### config.mk
export PLATFORM = sky130hd
export DESIGN_NAME = entropy_pool_twisted_gfsr_mix_core
export DESIGN_NICKNAME = d
export VERILOG_FILES = /design/src/rtl/core/epmix_pkg.sv /design/src/rtl/core/epmix_pool.sv /design/src/rtl/core/entropy_pool_twisted_gfsr_mix_core.sv
export SDC_FILE = /design/constraint.sdc
export NUM_CORES = 2
export LEC_CHECK = 0
export BUFFER_PORTS_ARGS = -buffer_cell sky130_fd_sc_hd__buf_2
export CAP_MARGIN = 40
export CORE_UTILIZATION = 35
export CTS_CLUSTER_DIAMETER = 80
export DETAILED_ROUTE_END_ITERATION = 10
export PLACE_DENSITY = 0.52
export SLEW_MARGIN = 0
export SYNTH_ARGS = -nofsm -noshare
export SYNTH_HDL_FRONTEND = slang
export SYNTH_HIERARCHICAL = 1
export SYNTH_SLANG_ARGS = --single-unit
### constraint.sdc
create_clock -name clk -period 8.1 [get_ports clk]
set_input_delay 2.43 -clock clk [delete_from_list [all_inputs] [get_ports clk]]
set_output_delay 2.43 -clock clk [all_outputs]
set_load 0.1 [all_outputs]
### src/rtl/core/epmix_pkg.sv
`default_nettype none

package epmix_pkg;

  localparam int POOL_DEPTH = 64;
  localparam int IDX_W      = 6;
  localparam int WORD_W     = 32;
  localparam int ROT_W      = 5;
  localparam int MODE_W     = 2;
  localparam int UPC_W      = 4;

  localparam logic [MODE_W-1:0] MODE_MIX   = 2'd0;
  localparam logic [MODE_W-1:0] MODE_READ  = 2'd1;
  localparam logic [MODE_W-1:0] MODE_WRITE = 2'd2;
  localparam logic [MODE_W-1:0] MODE_NONE  = 2'd3;

  localparam logic [IDX_W-1:0] TAP_0    = 6'd52;
  localparam logic [IDX_W-1:0] TAP_1    = 6'd39;
  localparam logic [IDX_W-1:0] TAP_2    = 6'd26;
  localparam logic [IDX_W-1:0] TAP_3    = 6'd14;
  localparam logic [ROT_W-1:0] ROT_STEP = 5'd7;
  localparam logic [ROT_W-1:0] ROT_MAX  = 5'd31;

  localparam logic [WORD_W-1:0] TWIST_TAB [8] = '{
    32'h00000000, 32'h3b6e20c8, 32'h76dc4190, 32'h4db26158,
    32'hedb88320, 32'hd6d6a3e8, 32'h9b64c2b0, 32'ha00ae278
  };

  typedef struct packed {
    logic [MODE_W-1:0] mode;
    logic [WORD_W-1:0] word_x;
    logic [WORD_W-1:0] word_y;
    logic [IDX_W-1:0]  word_index;
  } epmix_in_t;

  typedef struct packed {
    logic [WORD_W-1:0] low_word;
    logic [WORD_W-1:0] high_word;
    logic [IDX_W-1:0]  slot;
  } epmix_out_t;

  typedef enum logic [2:0] {
    UOP_NOP,
    UOP_ROT,
    UOP_XOR,
    UOP_TWX,
    UOP_TWY,
    UOP_RDOUT,
    UOP_WRIDX
  } uop_t;

  typedef enum logic {
    SEQ_NEXT,
    SEQ_END
  } useq_t;

  typedef struct packed {
    logic             use_idx;
    logic [IDX_W-1:0] off_a;
    logic [IDX_W-1:0] off_b;
    uop_t             op;
    useq_t            seq;
  } ucode_t;

  localparam logic [UPC_W-1:0] UPC_MIX   = 4'd0;
  localparam logic [UPC_W-1:0] UPC_READ  = 4'd7;
  localparam logic [UPC_W-1:0] UPC_WRITE = 4'd9;

  function automatic ucode_t ucode_rom(input logic [UPC_W-1:0] upc);
    ucode_t uw;
    case (upc)
      4'd0:    uw = '{1'b0, TAP_0, TAP_0 + 6'd1, UOP_ROT, SEQ_NEXT};
      4'd1:    uw = '{1'b0, TAP_1, TAP_1 + 6'd1, UOP_XOR, SEQ_NEXT};
      4'd2:    uw = '{1'b0, TAP_2, TAP_2 + 6'd1, UOP_XOR, SEQ_NEXT};
      4'd3:    uw = '{1'b0, TAP_3, TAP_3 + 6'd1, UOP_XOR, SEQ_NEXT};
      4'd4:    uw = '{1'b0, 6'd2, 6'd1, UOP_XOR, SEQ_NEXT};
      4'd5:    uw = '{1'b0, 6'd0, 6'd0, UOP_TWX, SEQ_NEXT};
      4'd6:    uw = '{1'b0, 6'd0, 6'd0, UOP_TWY, SEQ_END};
      4'd7:    uw = '{1'b1, 6'd0, 6'd0, UOP_NOP, SEQ_NEXT};
      4'd8:    uw = '{1'b1, 6'd0, 6'd0, UOP_RDOUT, SEQ_END};
      4'd9:    uw = '{1'b1, 6'd0, 6'd0, UOP_WRIDX, SEQ_END};
      default: uw = '{1'b0, 6'd0, 6'd0, UOP_NOP, SEQ_END};
    endcase
    return uw;
  endfunction

  function automatic logic [WORD_W-1:0] rotl(input logic [WORD_W-1:0] w,
                                             input logic [ROT_W-1:0] n);
    logic [2*WORD_W-1:0] t;
    t = {w, w} << n;
    return t[2*WORD_W-1:WORD_W];
  endfunction

  function automatic logic [WORD_W-1:0] twist(input logic [WORD_W-1:0] w);
    return (w >> 3) ^ TWIST_TAB[w[2:0]];
  endfunction

endpackage

`default_nettype wire

### src/rtl/core/epmix_pool.sv
`default_nettype none

module epmix_pool #(
  parameter int DEPTH = 64,
  parameter int WIDTH = 32,
  localparam int AW = $clog2(DEPTH)
) (
  input  wire logic             clk,
  input  wire logic             rst_n,
  input  wire logic             wr_en,
  input  wire logic [AW-1:0]    wr_addr,
  input  wire logic [WIDTH-1:0] wr_data,
  input  wire logic [AW-1:0]    rd_addr_a,
  input  wire logic [AW-1:0]    rd_addr_b,
  output logic      [WIDTH-1:0] rd_data_a,
  output logic      [WIDTH-1:0] rd_data_b
);

  logic [WIDTH-1:0] mem_r [DEPTH];
  logic [DEPTH-1:0] vld_r;
  logic [WIDTH-1:0] rd_a_r;
  logic [WIDTH-1:0] rd_b_r;

  // Entries never written read as zero, which matches the cleared pool.
  always_ff @(posedge clk) begin
    if (!rst_n) begin
      vld_r <= '0;
    end else if (wr_en) begin
      vld_r[wr_addr] <= 1'b1;
    end
  end

  always_ff @(posedge clk) begin
    if (wr_en) begin
      mem_r[wr_addr] <= wr_data;
    end
  end

  always_ff @(posedge clk) begin
    rd_a_r <= vld_r[rd_addr_a] ? mem_r[rd_addr_a] : '0;
    rd_b_r <= vld_r[rd_addr_b] ? mem_r[rd_addr_b] : '0;
  end

  assign rd_data_a = rd_a_r;
  assign rd_data_b = rd_b_r;

endmodule

`default_nettype wire

### src/rtl/core/entropy_pool_twisted_gfsr_mix_core.sv
// Entropy pool mixer with a 64-word pool of 32-bit words.
// The input channel (in_valid, in_ready, in_beat) carries one beat per
// operation: mix two words, read a pool word or write a pool word.
// The result channel (out_valid, out_ready, out_beat) returns one beat
// per mix, read or write; a beat with the unused mode code is taken and
// dropped without a result.
// A small microcode program steps a datapath that reads the pool through
// two registered read ports and writes it through one port. A mix takes
// seven steps. A new beat is taken only after the final step of the
// previous operation has run. The input is ready again as soon as a
// result is placed in the output register, so one new operation can
// run while a result waits. If the receiver still holds off the
// previous result, the final step of the program waits and nothing is
// lost.
// Reset clears the insert position, the rotate amount and the pool
// valid bits at once, so the pool reads as all zeros with no clearing
// pass.
`default_nettype none

module entropy_pool_twisted_gfsr_mix_core #(
  parameter int POOL_DEPTH = epmix_pkg::POOL_DEPTH
) (
  input  wire logic                  clk,
  input  wire logic                  rst_n,
  input  wire logic                  in_valid,
  output logic                       in_ready,
  input  wire epmix_pkg::epmix_in_t  in_beat,
  output logic                       out_valid,
  input  wire logic                  out_ready,
  output epmix_pkg::epmix_out_t      out_beat
);

  import epmix_pkg::*;

  logic              busy_r, busy_nxt;
  logic [UPC_W-1:0]  upc_r, upc_nxt;
  epmix_in_t         item_r, item_nxt;
  logic [IDX_W-1:0]  pos_r, pos_nxt;
  logic [ROT_W-1:0]  rot_r, rot_nxt;
  logic [WORD_W-1:0] acc_x_r, acc_x_nxt;
  logic [WORD_W-1:0] acc_y_r, acc_y_nxt;
  logic              out_valid_r, out_valid_nxt;
  epmix_out_t        out_beat_r, out_beat_nxt;

  ucode_t            uw;
  logic              adv;
  logic [IDX_W-1:0]  addr_a;
  logic [IDX_W-1:0]  addr_b;
  logic [WORD_W-1:0] rd_a;
  logic [WORD_W-1:0] rd_b;
  logic              wr_en;
  logic [IDX_W-1:0]  wr_addr;
  logic [WORD_W-1:0] wr_data;
  logic [WORD_W-1:0] twx_val;
  logic [WORD_W-1:0] twy_val;
  logic [IDX_W-1:0]  p_new;
  logic [ROT_W-1:0]  r_new;

  epmix_pool #(
    .DEPTH (POOL_DEPTH),
    .WIDTH (WORD_W)
  ) u_pool (
    .clk       (clk),
    .rst_n     (rst_n),
    .wr_en     (wr_en),
    .wr_addr   (wr_addr),
    .wr_data   (wr_data),
    .rd_addr_a (addr_a),
    .rd_addr_b (addr_b),
    .rd_data_a (rd_a),
    .rd_data_b (rd_b)
  );

  assign uw       = ucode_rom(upc_r);
  assign in_ready = !busy_r;
  assign adv      = busy_r && ((uw.seq == SEQ_NEXT) || !out_valid_r || out_ready);
  assign addr_a   = uw.use_idx ? item_r.word_index : pos_r + uw.off_a;
  assign addr_b   = pos_r + uw.off_b;
  assign twx_val  = twist(acc_x_r ^ rd_a ^ rd_b);
  assign twy_val  = twist(acc_y_r ^ acc_x_r ^ rd_a);
  assign p_new    = (pos_r - IDX_W'(2)) & ~IDX_W'(1);
  assign r_new    = rot_r + ROT_STEP + ((p_new == '0) ? ROT_STEP : '0);

  always_comb begin
    busy_nxt      = busy_r;
    upc_nxt       = upc_r;
    item_nxt      = item_r;
    pos_nxt       = pos_r;
    rot_nxt       = rot_r;
    acc_x_nxt     = acc_x_r;
    acc_y_nxt     = acc_y_r;
    out_valid_nxt = out_valid_r && !out_ready;
    out_beat_nxt  = out_beat_r;
    wr_en         = 1'b0;
    wr_addr       = pos_r;
    wr_data       = twx_val;

    if (in_valid && in_ready) begin
      item_nxt = in_beat;
      case (in_beat.mode)
        MODE_MIX: begin
          busy_nxt = 1'b1;
          upc_nxt  = UPC_MIX;
          pos_nxt  = p_new;
          rot_nxt  = r_new & ROT_MAX;
        end
        MODE_READ: begin
          busy_nxt = 1'b1;
          upc_nxt  = UPC_READ;
        end
        MODE_WRITE: begin
          busy_nxt = 1'b1;
          upc_nxt  = UPC_WRITE;
        end
        default: begin
          busy_nxt = 1'b0;
        end
      endcase
    end

    if (adv) begin
      upc_nxt = upc_r + UPC_W'(1);
      case (uw.op)
        UOP_ROT: begin
          acc_x_nxt = rotl(item_r.word_x, rot_r);
          acc_y_nxt = rotl(item_r.word_y, rot_r);
        end
        UOP_XOR: begin
          acc_y_nxt = acc_y_r ^ rd_a;
          acc_x_nxt = acc_x_r ^ rd_b;
        end
        UOP_TWX: begin
          acc_x_nxt = twx_val;
          wr_en     = 1'b1;
          wr_addr   = pos_r + IDX_W'(1);
          wr_data   = twx_val;
        end
        UOP_TWY: begin
          acc_y_nxt    = twy_val;
          wr_en        = 1'b1;
          wr_addr      = pos_r;
          wr_data      = twy_val;
          out_beat_nxt = '{twy_val, acc_x_r, pos_r};
        end
        UOP_RDOUT: begin
          out_beat_nxt = '{rd_a, '0, item_r.word_index};
        end
        UOP_WRIDX: begin
          wr_en        = 1'b1;
          wr_addr      = item_r.word_index;
          wr_data      = item_r.word_x;
          out_beat_nxt = '{item_r.word_x, '0, item_r.word_index};
        end
        default: begin
        end
      endcase
      if (uw.seq == SEQ_END) begin
        busy_nxt      = 1'b0;
        out_valid_nxt = 1'b1;
      end
    end
  end

  always_ff @(posedge clk) begin
    if (!rst_n) begin
      busy_r      <= 1'b0;
      upc_r       <= UPC_MIX;
      pos_r       <= '0;
      rot_r       <= '0;
      out_valid_r <= 1'b0;
    end else begin
      busy_r      <= busy_nxt;
      upc_r       <= upc_nxt;
      pos_r       <= pos_nxt;
      rot_r       <= rot_nxt;
      out_valid_r <= out_valid_nxt;
    end
    item_r     <= item_nxt;
    acc_x_r    <= acc_x_nxt;
    acc_y_r    <= acc_y_nxt;
    out_beat_r <= out_beat_nxt;
  end

  assign out_valid = out_valid_r;
  assign out_beat  = out_beat_r;

endmodule

`default_nettype wire

**Word level (Yosys, flattened, before mapping)**

Memories as Yosys holds them, arrays and structs flattened. A register that Yosys moved wholly into a read port is not among the register bits.
Index checks and enable logic that the tools add are counted.

- Flip-flop bits (word level): 284
- Latch bits: 0
- RAM bits: 2,048
- Bits in read-only memories: 784
- Word-level logic and storage cells: 112
- Memories kept: 4

- Add/subtract/negate cells: 7
- Multipliers: 0
- Divide/modulo/power cells: 0
- $lt $le $gt $ge: 6
- Equality and inequality tests: 8
- Shift operators: 2
- Mux-type cells: 34
- Bitwise gates (word level): 12
- Reductions and logical operators: 25

Memories:

| memory | words | width | read ports | clocked after memory_dff | write ports | RTL line | RTL |
|---|---|---|---|---|---|---|---|
| u_pool.mem_r | 64 | 32 | 2 | 2 | 1 | epmix_pool.sv:19 | `logic [WIDTH-1:0] mem_r [DEPTH];` |
| (no name shown) | 16 | 17 | 1 | 1 | 0 | epmix_pkg.sv:71 | `case (upc)` |
| (no name shown) | 8 | 32 | 1 | 0 | 0 | epmix_pkg.sv:95 | `return (w >> 3) ^ TWIST_TAB[w[2:0]];` |
| (no name shown) | 8 | 32 | 1 | 0 | 0 | epmix_pkg.sv:95 |  |

Operators by type and width:

| kind | count |
|---|---|
| $pmux 70 s3 | 1 |
| $pmux 32 s3 | 2 |
| $xor 32x32->32 | 6 |
| $mux 32 | 5 |
| $shl 64x5->64 | 2 |
| $or 64x64->64 | 1 |
| $pmux 32 s2 | 1 |
| $xor 29x32->32 | 2 |
| $lt 6x7->1 const B | 3 |
| $mux 4 | 4 |
| $mux 1 | 13 |
| $add 6x6->6 | 2 |
| $bmux 1 s6 | 2 |
| $mux 6 | 2 |
| $pmux 4 s3 | 1 |
| $pmux 6 s2 | 1 |
| $reduce_and 2->1 | 5 |
| $eq 3x3->1 const B | 3 |
| $reduce_bool 3->1 | 3 |
| $ge 4x4->1 const B | 2 |
| $not 3->4 | 2 |
| $add 6x1->6 const B | 1 |
| $demux 1 s6 | 1 |
| $eq 3x2->1 const B | 2 |
| other kinds (18) | 27 |

**Longest topological paths before layout**

- Word-level depth: 10
- Depth in mapped cells: 15
- Gate-level depth less buffers: 14

**Modules after synthesis**

Netlist, hierarchy kept.

By module, submodules not included:

| module | times used | cells each | area an instance (sq um) |
|---|---|---|---|
| epmix_pool | 1 | 4,746 | 99,035.0 |
| entropy_pool_twisted_gfsr_mix_core | 1 | 1,432 | 15,815.2 |

**Worst setup path after synthesis**

Ideal clock, no wire load.

- Path kind: input-to-reg
- Start point: input port in_valid
- End point: register, netlist name uw[2]
- Setup time: 0.122 ns
- Arrival: 7.658 ns
- Required time: 7.978 ns
- Path slack: 0.320 ns
- Cell stages on the path: 8
- Path buffers: 0
- Path through: nor2b_1 nand2_1 o21ai_0 a221oi_1 inv_1 ha_1 nor3_1 a311o_1

- Cells in the longest elaborated chain, start to end: 5

Ends and longest elaborated chain:

| what | RTL line | RTL |
|---|---|---|
| from (decl) | entropy_pool_twisted_gfsr_mix_core.sv:25 | `input wire logic in_valid,` |
| $logic_and 1x1->1 | entropy_pool_twisted_gfsr_mix_core.sv:98 | `if (in_valid && in_ready) begin` |
| $reduce_bool 2->1 (no source line) | - |  |
| $reduce_and 2->1 (no source line) | - |  |
| $mux 4 (no source line) (2 in a row) | - |  |

No other way between the ends.
A chain may end at the register's enable or synchronous reset.

**Worst setup path after layout**

- Start point: register pos_r[1]
- End point: register u_pool.rd_a_r[3] (netlist: u_pool/rd_data_a[3]), read port of u_pool.mem_r

- Cells in the longest elaborated chain, start to end: 5

Ends and longest elaborated chain:

| what | RTL line | RTL |
|---|---|---|
| from (decl) | entropy_pool_twisted_gfsr_mix_core.sv:38 | `logic [IDX_W-1:0] pos_r, pos_nxt;` |
| from (signal assigned) | entropy_pool_twisted_gfsr_mix_core.sv:174 | `pos_r <= pos_nxt;` |
| $add 6x6->6 (*) | entropy_pool_twisted_gfsr_mix_core.sv:77 | `assign addr_a = uw.use_idx ? item_r.word_index : pos_r + uw.off_a;` |
| $mux 6 (*) | entropy_pool_twisted_gfsr_mix_core.sv:77 |  |
| named net addr_a[2] | entropy_pool_twisted_gfsr_mix_core.sv:47 | `logic [IDX_W-1:0] addr_a;` |
| $bmux 1 s6 | epmix_pool.sv:40 | `rd_a_r <= vld_r[rd_addr_a] ? mem_r[rd_addr_a] : '0;` |
| $mux 1 (not written as such) | epmix_pool.sv:40 |  |
| $logic_not 1->1 (no source line) | - |  |
| to (decl) | epmix_pool.sv:21 | `logic [WIDTH-1:0] rd_a_r;` |

Mark *: on every way through the listed nets, which the timed path passes. The rest lies on a longest branch. The select of a mux whose other input is x is not followed.

==> summary.txt <==
Layout Cells excl Fill = 11000
Largest family of logic cells by synthesized area = multiplexers
RR Endpoint = u_pool/rd_data_a[3]
Num rows = 209
Synth Warn # = 6
Critical Path Stages = 13
CP bufs+invs = 4
# port buffers = 147
Syn Area/Cell = 18.6 µm²
Routed wire length = 410000 µm
RD Place Congestion = 0.942
Syn Nets = 6282
# DRC = 0
Hold Crit Start = u_pool/vld_r[14]
CP Cell Sequence = ha_1 > inv_1 > fa_1 > o21ai_4 > buf_4 > nand2b_2 > buf_16 > buf_4 > o221ai_1 > o22ai_1 > a211oi_1 > a211oi_1 > a211oi_1
FF-to-FF path depth = 13
Worst VDD drop = 1.16 mV
First-pass GRT wire length = 566000 µm
Initial DRC Count = 8825
Nets@finish = 6582
Post-DP HPWL = 272000 µm
Sequential area share after synthesis = 0.616
Max-cap check violation count = 0
Htree depth = 5
CTS tree = done
Final hold viol count = 0
XOR/XNOR Fraction of Synth Area = 0.0180
Outcome = completed
Most common cell after layout, fill and taps aside = edfxtp_1
Starting density of the core = 0.353
CTS max path bufs = 4
Pwr dens = 446 nW/µm²
Slew headroom = 0.309
# Post-CTS Setup Buffers = 0
Dpl cell area = 123000 µm²
Dpl ws = 1830 ps
Final setup violation count = 0
Worst-Skew Late Latency = 930 ps
Setup ws final = 2600 ps
Worst EP required = 8930 ps
Clk_skew = 77.2 ps
Ys flop type = edfxtp_1
Critical path class = reg2reg
Tmin final = 5500 ps
Max stage delay on crit path = 740 ps
Nature of the critical path endpoint = register
Adder-cell share of the synthesized area = 0.00325
PostCTS Resize Cnt = 0
# placed instances = 10500
Mapped Area = 115000 µm²
Initial antenna violation count = 35
Delay-heaviest family, CP = compound AO/OA/AOI/OAI gates
ANT nets after route = 0
Sum Neg Setup Slack = 0 ps
Clk root buf = clkbuf_16
Synth Area in Compound Gates = 0.0441
Hold crit path type = reg2reg
Most frequent CP cell = a211oi_1
Post-DR vias/cell = 6.14
Final period util = 0.679
Number of global-route vias before repair = 68000
Tightest Pin Transition = 1030 ps
Async set-reset flop share out of synthesis = 0
Io pins = 148
Mux contribution to synthesized area = 0.269
Layout cells sized above 1 = 0.352
Hold depth = 1
Drt wl/cell = 37.2 µm
CTS Hold Bufs = 0
Post-synth EDFFs = 2252
Worst R2R Start = pos_r[1]
Synthesized instance count = 6178
Final Cell Area = 132000 µm²
Core area = 325000 µm²
CTS Buf Count = 279
Hold Crit Endpoint = u_pool/vld_r[14]
Die area = 330000 µm²
Final-report max-slew violation count = 0
Count of cell types in the netlist = 74
Worst-path maximum fanout = 19
Via count = 67800
Synthesis-to-finish area growth = 15.2%
Leading cell types in the layout, fill and taps excluded = edfxtp_1 (2252), mux4_2 (1220), nand2_1 (331)
R2R setup slack = 2600 ps
DRT Pass-1 Iters = 6
Post-synthesis simple-gate area fraction = 0.0287
GRT overflow = 0
Clk slew on worst S/H paths = 60 ps
RSZ-0062 raised after global routing = no
Critical Path AT = 6330 ps
Largest net degree at the start of global routing = 103
Register bit total from synthesis = 2410
Total GRT Usage = 0.245
Die H = 575 µm
Slowest CP cell = a211oi_1
Leakage = 41.6 nW
Die W = 575 µm
Peak Freq = 182 MHz
CTS sink cnt = 2410
Startpoint types = register
==> cell families after synthesis <==
logic type	Yosys count
flops	2410
mux	1556
simple gates	739
compound gates	723
buf+inv	509
xor+xnor	213
fa+ha+maj	28
==> per-layer routing <==
metal	vias to the layer above	track usage	wire, µm
li1	26800	-	-
met3	626	0.0594	40300
met1	36700	0.334	164000
met5	-	0	45
met2	3638	0.378	187000
met4	8	0.0994	18600
==> worst register-to-register path, delay by kind of cell (launching register included) <==
| kind | cells | cell delay [ps] |
|---|---|---|
| fa+ha+maj | 2 | 760 |
| flops | 1 | 710 |
| simple gates | 1 | 460 |
| compound gates | 6 | 2320 |
| buf+inv | 4 | 1180 |
==> synthesized netlist by cell type (all sizes together) (26+ instances only) <==
cell | n | area, µm²
a21oi | 103 | 515
mux2i | 276 | 2760
o221ai | 77 | 674
nor2b | 29 | 181
xnor2 | 110 | 1020
o21a | 65 | 488
inv | 35 | 131
nand2 | 342 | 1280
buf | 267 | 1430
xor2 | 99 | 953
o22ai | 81 | 507
mux4 | 1220 | 27500
and2 | 77 | 483
clkbuf | 206 | 773
nor2 | 166 | 626
a22oi | 69 | 518
o21ai | 86 | 430
nand3 | 46 | 230
a211oi | 114 | 856
nor3 | 26 | 130
mux2 | 60 | 676
edfxtp | 2252 | 67600
dfxtp | 158 | 3160
==> power breakdown <==
part / internal [mW] / switching, mW / leakage [nW]
Sequential: 21.3 / 0.585 / 21.6
Combinational: 6.44 / 18.0 / 15.6
Clock: 7.40 / 5.31 / 4.42
==> worst max path at each step <==
stage / startpoint / endpoint
after floorplan: in_valid / uw[2]
after global placement: out_ready / u_pool/mem_r[58][29]
after detailed placement: out_ready / u_pool/mem_r[58][16]
after CTS: pos_r[1] / u_pool/rd_data_a[3]
after global routing: pos_r[1] / u_pool/rd_data_a[3]
final: pos_r[1] / u_pool/rd_data_a[3]
==> per-stage QoR <==
stage                     power, mW   util  hold WS (ps)
after global routing           60.4  0.407           503
after floorplan                33.2      -           452
after detailed placement       46.1  0.379           476
after CTS                      58.7  0.407           490
after global placement         44.5  0.376           462
final                          59.0  0.407           490
==> cell type report <==
class / count / area, µm²
timing repair buffer: 492 / 4200
fill: 28900 / 193000
sequential: 2410 / 70800
inverter: 36 / 158
clock buffer: 341 / 7470
multi-input combinational: 3259 / 42700
antenna: 9 / 22.5
tap: 4325 / 5410
clock inverter: 157 / 1580
==> flip-flops by register name, indices dropped and copies added (netlist names) <==
name              cells
acc_x_r              32
rot_r                 5
out_valid             1
pos_r                 5
u_pool/rd_data_b     32
u_pool/rd_data_a     32
upc_r                 4
u_pool/mem_r       2048
uw                   14
u_pool/vld_r         64
busy_r                1
item_r               70
out_beat             70
acc_y_r              32
Power figures use the tool's default switching activity.
